<file path="config.mk">
export PLATFORM = sky130hd
export DESIGN_NAME = cvj_ctrl
export DESIGN_NICKNAME = d
export VERILOG_FILES = /design/src/design/cvj_pkg.sv /design/src/design/cvj_ctrl.sv
export SDC_FILE = /design/constraint.sdc
export NUM_CORES = 1
export LEC_CHECK = 0
export BUFFER_PORTS_ARGS = -buffer_cell sky130_fd_sc_hd__buf_2
export CAP_MARGIN = 20
export CORE_MARGIN = 2
export CORE_UTILIZATION = 45
export CTS_CLUSTER_DIAMETER = 50
export DETAILED_ROUTE_END_ITERATION = 7
export PLACE_DENSITY = 0.74
export REMOVE_ABC_BUFFERS = 1
export SLEW_MARGIN = 20
export SYNTH_ARGS = -nofsm -noshare
export SYNTH_HDL_FRONTEND = slang
export SYNTH_SLANG_ARGS = --single-unit
</file>
<file path="constraint.sdc">
create_clock -name clk -period 1.3 [get_ports clk]
set_input_delay 0.26 -clock clk [delete_from_list [all_inputs] [get_ports clk]]
set_output_delay 0.26 -clock clk [all_outputs]
set_load 0.05 [all_outputs]
</file>
<file path="src/design/cvj_pkg.sv">
// cvj_pkg: shared widths, codes and command/status types for the cv guided jitter generator
// depends on nothing; imported by every design module
`timescale 1ns / 1ps

package cvj_pkg;

    localparam int MAX_WINDOW = 64;
    localparam int GAP_W      = 24;
    localparam int RAND_W     = 16;
    localparam int HEAD_W     = $clog2(MAX_WINDOW);
    localparam int CNT_W      = HEAD_W + 1;
    localparam int SUM_W      = 30;
    localparam int SQS_W      = 54;
    localparam int GSQ_W      = 2 * GAP_W;
    localparam int NQ_W       = 61;
    localparam int S1Q_W      = 2 * SUM_W;
    localparam int M1_W       = NQ_W + 10;
    localparam int DBIG_W     = 80;
    localparam int ROOT_W     = DBIG_W / 2;
    localparam int REM_W      = ROOT_W + 2;
    localparam int CV_W       = 16;
    localparam int JIT_W      = 26;
    localparam int TGT_W      = 13;
    localparam int Y_W        = 28;
    localparam int QUO_W      = 29;
    localparam int DIVD_W     = 41;
    localparam int DSH_W      = 45;
    localparam int NB_W       = 5;
    localparam int CFG_W      = 32;
    localparam int ADDR_W     = 5;
    localparam int RIDX_W     = 3;

    localparam logic [CV_W-1:0]  CV_SAT      = '1;
    localparam logic [TGT_W-1:0] TGT_HIGH    = 13'd500;
    localparam logic [9:0]       K1000       = 10'd1000;
    localparam logic [27:0]      RECIP5      = 28'd214748365;
    localparam int               RECIP5_SH   = 30;
    localparam logic [NB_W-1:0]  NB_CV       = 5'd16;
    localparam logic [NB_W-1:0]  NB_JIT      = 5'd29;
    localparam logic [6:0]       SQ_STEPS    = 7'd40;

    localparam logic [1:0] ACT_REC = 2'd0;
    localparam logic [1:0] ACT_JIT = 2'd1;
    localparam logic [1:0] ACT_CLR = 2'd2;

    localparam logic [1:0] THR_LOW  = 2'd0;
    localparam logic [1:0] THR_MED  = 2'd1;
    localparam logic [1:0] THR_HIGH = 2'd2;
    localparam logic [1:0] THR_CRIT = 2'd3;

    localparam logic [RIDX_W-1:0] REG_ENABLE  = 3'd0;
    localparam logic [RIDX_W-1:0] REG_AUTO    = 3'd1;
    localparam logic [RIDX_W-1:0] REG_MIN_CV  = 3'd2;
    localparam logic [RIDX_W-1:0] REG_MIN_JIT = 3'd3;
    localparam logic [RIDX_W-1:0] REG_MAX_JIT = 3'd4;
    localparam logic [RIDX_W-1:0] REG_WINDOW  = 3'd5;
    localparam logic [RIDX_W-1:0] REG_THREAT  = 3'd6;

    typedef enum logic [4:0] {
        OP_NONE,
        OP_CLEAR,
        OP_RD_OLD,
        OP_REC_SQ,
        OP_REC_UPD,
        OP_CV_PROD,
        OP_CV_DIFF,
        OP_CV_MUL1,
        OP_CV_MUL2,
        OP_SQ_STEP,
        OP_CV_DIVST,
        OP_CV_DIVEND,
        OP_J_B1,
        OP_J_B2,
        OP_J_SPAN,
        OP_J_SCL,
        OP_J_DIVEND,
        OP_J_CLAMP
    } op_t;

    typedef struct packed {
        op_t  op;
        logic latch;
        logic out_load;
    } cmd_t;

    typedef struct packed {
        logic [1:0] action;
        logic       cv_trivial;
        logic       d_pos;
        logic       sq_last;
        logic       sat;
        logic       div_done;
        logic       jit_req;
        logic       need_div;
        logic       out_free;
    } st_t;

    typedef struct packed {
        logic        enable;
        logic        boost_en;
        logic [11:0] min_cv;
        logic [23:0] min_jit;
        logic [23:0] max_jit;
        logic [6:0]  window_size;
        logic [1:0]  threat;
    } cfg_t;

endpackage

</file>
<file path="src/design/cvj_ctrl.sv">
// cvj_ctrl: sequencer for record, clear, cv and jitter steps
// depends on cvj_pkg; commands cvj_dp
`timescale 1ns / 1ps

module cvj_ctrl (
    input  logic          clk,
    input  logic          rst_n,
    input  logic          in_valid,
    output logic          in_ready,
    input  cvj_pkg::st_t  st,
    output cvj_pkg::cmd_t cmd
);
    import cvj_pkg::*;

    typedef enum logic [4:0] {
        S_IDLE, S_DISP, S_RD, S_SQR, S_UPD, S_CLR, S_CV0, S_CV1, S_CV2, S_CV3,
        S_SQRT, S_CVD, S_CVW, S_JSEL, S_JB1, S_JB2, S_JSPAN, S_JSCL, S_JW, S_JCL, S_OUT
    } state_t;

    state_t state_reg;
    state_t state_next;

    always_ff @(posedge clk or negedge rst_n)
    begin
        if (!rst_n)
            state_reg <= S_IDLE;
        else
            state_reg <= state_next;
    end

    assign in_ready = (state_reg == S_IDLE);

    always_comb
    begin
        state_next   = state_reg;
        cmd.op       = OP_NONE;
        cmd.latch    = 1'b0;
        cmd.out_load = 1'b0;
        case (state_reg)
            S_IDLE:
            begin
                cmd.latch = in_valid;
                if (in_valid)
                    state_next = S_DISP;
            end
            S_DISP:
            begin
                if (st.action == ACT_REC)
                    state_next = S_RD;
                else if (st.action == ACT_CLR)
                    state_next = S_CLR;
                else
                    state_next = S_CV0;
            end
            S_RD:
            begin
                cmd.op     = OP_RD_OLD;
                state_next = S_SQR;
            end
            S_SQR:
            begin
                cmd.op     = OP_REC_SQ;
                state_next = S_UPD;
            end
            S_UPD:
            begin
                cmd.op     = OP_REC_UPD;
                state_next = S_CV0;
            end
            S_CLR:
            begin
                cmd.op     = OP_CLEAR;
                state_next = S_CV0;
            end
            S_CV0:
            begin
                cmd.op     = OP_CV_PROD;
                state_next = st.cv_trivial ? S_JSEL : S_CV1;
            end
            S_CV1:
            begin
                cmd.op     = OP_CV_DIFF;
                state_next = st.d_pos ? S_CV2 : S_JSEL;
            end
            S_CV2:
            begin
                cmd.op     = OP_CV_MUL1;
                state_next = S_CV3;
            end
            S_CV3:
            begin
                cmd.op     = OP_CV_MUL2;
                state_next = S_SQRT;
            end
            S_SQRT:
            begin
                cmd.op = OP_SQ_STEP;
                if (st.sq_last)
                    state_next = S_CVD;
            end
            S_CVD:
            begin
                cmd.op     = OP_CV_DIVST;
                state_next = st.sat ? S_JSEL : S_CVW;
            end
            S_CVW:
            begin
                if (st.div_done)
                begin
                    cmd.op     = OP_CV_DIVEND;
                    state_next = S_JSEL;
                end
            end
            S_JSEL:
                state_next = st.jit_req ? S_JB1 : S_OUT;
            S_JB1:
            begin
                cmd.op     = OP_J_B1;
                state_next = S_JB2;
            end
            S_JB2:
            begin
                cmd.op     = OP_J_B2;
                state_next = S_JSPAN;
            end
            S_JSPAN:
            begin
                cmd.op     = OP_J_SPAN;
                state_next = S_JSCL;
            end
            S_JSCL:
            begin
                cmd.op     = OP_J_SCL;
                state_next = st.need_div ? S_JW : S_JCL;
            end
            S_JW:
            begin
                if (st.div_done)
                begin
                    cmd.op     = OP_J_DIVEND;
                    state_next = S_JCL;
                end
            end
            S_JCL:
            begin
                cmd.op     = OP_J_CLAMP;
                state_next = S_OUT;
            end
            S_OUT:
            begin
                if (st.out_free)
                begin
                    cmd.out_load = 1'b1;
                    state_next   = S_IDLE;
                end
            end
            default:
                state_next = S_IDLE;
        endcase
    end

endmodule

</file>
==> metrics.yaml <==
outcome: "finished, violations left"
violations: "setup timing"
synth_compound_area_share_pct: 33.9
hpwl_um: 1680
numPortBuffers: 20
vias_per_cell: 6.73
crit_type: "flop to output port"
hold_path_class: "primary input to async pin"
die_area_um2: 1930
setup-violations-final: 13
multi_input_area_um2: 646
stdcell_count: 172
max-slew-margin-rel_pct: 79.3
grt_pass1_wl_um: 4470
finalNetCount: 170
crit_path_max_incr_delay_ns: 0.42
hold_viol_final: 0
seqCellArea_um2: 131
syn_avg_cell_area_um2: 7.24
post_dp_cell_area_um2: 1010
synth-adder-area-share_pct: 0
required_ns: 1.04
drive_gt1_share_pct: 62.8
postLayoutCoreUtil_pct: 93.0
rr_startpoint: "state_reg[1]"
largest_reg_flops: 5
fillers: 54
post_drt_wl_per_cell_um: 23.0
grt_max_degree: 9
routabilityCongestion: 0.835
path_cells: "buf_4 -> o21ai_1 -> a21oi_1 -> nor2_1 -> a31o_2 -> buf_8"
rsz0062_at_grt: "yes"
die_h_um: 43.9
synth_xor_area_share_pct: 2.44
yosysWarnings: 0
synth_seq_cells: 5
start_util_pct: 47.6
antenna_found_initial: 0
cts_buffer_depth: 2
grt-ovfl-total: 0
worstMarginPinSlew_ns: 0.309
ys_seq_area_share_pct: 17.5
cts_made_buffers: 3
drtIter0Drc: 105
timing.final.crit_period_ns: 1.91
netlist_instances: 99
report.final.slew_viol_count: 0
synth_most_common_cell: "a21oi_1"
synth_edf_count: 0
cts_root_buf: "clkbuf_4"
path_buf_inv: 2
crit_arrival_ns: 1.65
first_global_vias: 981
wl_um: 3950
die_w_um: 43.9
io_pins: 21
antenna_cells: 0
cts_tree: "yes"
drtAntennaViolNets: 0
fin_skew_ns: 0.00606
synth_cell_types: 43
clock-sinks: 5
ys.flop_type: "dfrtp_1"
crit_start: "state_reg[3]"
setup-tns-final_ns: -5.76
synth_commonest_cells: "a21oi_1, nand2_1, nor2_1, o21ai_0, inv_1"
fin_ws_ns: -0.613
synth_top_family_by_area: "compound AO/OA/AOI/OAI gates"
cp_top_family: "compound AO/OA/AOI/OAI gates"
yosysTopAreaCell: "dfrtp_1"
vias: 1158
rows: 14
path_max_fanout: 7
ys_top_cells_by_area: "dfrtp_1, a21oi_1, o21ai_0, nand2_1, nor2_1"
cts.htree.levels: 1
end_kind: "output port"
syn_area_um2: 717
post-route-period-util_pct: 147
synthArstFlopShare_pct: 100
timing.fmax_ghz: 0.523
cp-start-kind: "flop"
synthMuxAreaShare_pct: 4.36
drt_pre_antenna_iters: 5
maxCapViolations: 0
core_area_um2: 1510
drc_errors: 0
dp.cells: 154
grtUsageTotal_pct: 32.0
cts.clk_slew.worst_paths_ns: 0.05
syn2layout_area_growth_pct: 95.5
synth-simple-area-share_pct: 30.2
cp_slowest_cell: "dfrtp_2"
clock_latency_ns: 0.26
yosys.area.top_type_share_pct: 17.5
final_area_um2: 1400
==> cells in the final DEF (no fill, tap or decap), types with 2 or more instances in the layout <==
| cell type | synthesis | routed |
|---|---|---|
| buf_8 | 0 | 6 |
| buf_6 | 1 | 14 |
| buf_2 | 4 | 12 |
| o22ai_1 | 3 | 3 |
| clkbuf_4 | 0 | 3 |
| o21ai_0 | 7 | 3 |
| o21ai_1 | 0 | 4 |
| dfrtp_2 | 0 | 5 |
| a21oi_2 | 0 | 4 |
| inv_2 | 0 | 2 |
| nor2_1 | 7 | 4 |
| a21oi_1 | 11 | 7 |
| nand2b_4 | 0 | 2 |
| and2b_1 | 3 | 2 |
| nor3_1 | 3 | 2 |
| nand3_1 | 3 | 3 |
| o211ai_1 | 2 | 2 |
| nor2_4 | 1 | 4 |
| mux2i_1 | 2 | 2 |
| inv_1 | 6 | 4 |
| buf_4 | 3 | 29 |
| nand2_1 | 7 | 6 |
==> worst register-to-register path: stages, from the launching register on <==
cell     delay [ns]
dfrtp_2        0.39
buf_12         0.14
buf_6          0.10
and2b_2        0.24
buf_6          0.13
buf_4          0.12
o22ai_1        0.21
nand2_1        0.12
a21oi_1        0.19
==> path summary, 6_finish.rpt <==
| kind | to | cells after the start | slack, ns |
|---|---|---|---|
| setup / recovery | cmd[3] | 6 | -0.61 |
| hold / removal | state_reg[3] | 2 | 0.35 |
| setup reg to reg | state_reg[0] | 8 | -0.43 |
| hold reg to reg | state_reg[3] | 2 | 0.69 |
| max in group asynchronous | state_reg[0] | 2 | 0.80 |
| min in group clk | state_reg[2] | 3 | 0.42 |
==> metal layers <==
| metal | wire length (µm) | vias to the layer above | track usage [%] | share of wire [%] |
|---|---|---|---|---|
| li1 | - | 471 | - | - |
| met1 | 1360 | 534 | 38.0 | 34 |
| met2 | 1910 | 108 | 57.4 | 48 |
| met3 | 347 | 45 | 7.08 | 8.8 |
| met4 | 328 | 0 | 8.48 | 8.3 |
| met5 | 0 | - | 0 | 0 |
==> cells by family (layout without fill, tap and decap cells) <==
| kind of cell | count (synthesis) | count (layout) |
|---|---|---|
| xor gates and xnor gates | 2 | 2 |
| AOI/OAI and AO/OA | 37 | 37 |
| muxes | 3 | 3 |
| DFF | 5 | 5 |
| and+or+nand+nor | 36 | 36 |
| buffers and inverters | 16 | 73 |
==> what timing repair did <==
item	CTS	global route
buffers inserted	8	7
hold buffers	1	0
pin swaps	8	17
gates resized for setup	35	42
endpoints found under the setup margin	13	13
hold endpoints to repair	5	0
gates cloned	1	0
==> cell type report <==
| cell class | count | share of cell area [%] |
|---|---|---|
| Multi-Input combinational cell | 78 | 46.1 |
| Timing Repair Buffer | 63 | 39.6 |
| Sequential cell | 5 | 9.38 |
| Clock buffer | 4 | 1.88 |
| Inverter | 6 | 1.61 |
| Tap cell | 16 | 1.43 |
==> stage by stage <==
step,hold WS [ns],setup WS [ns]
2_1_floorplan,-0.0356,-1.09
3_3_place_gp,0.0772,-0.319
3_5_place_dp,0.0759,-0.371
4_1_cts,0.348,-0.499
5_1_grt,0.367,-0.639
6_report,0.350,-0.613
Power is not shown: default switching activity piles up to over one toggle a cycle in this logic, so the estimate is an artifact.
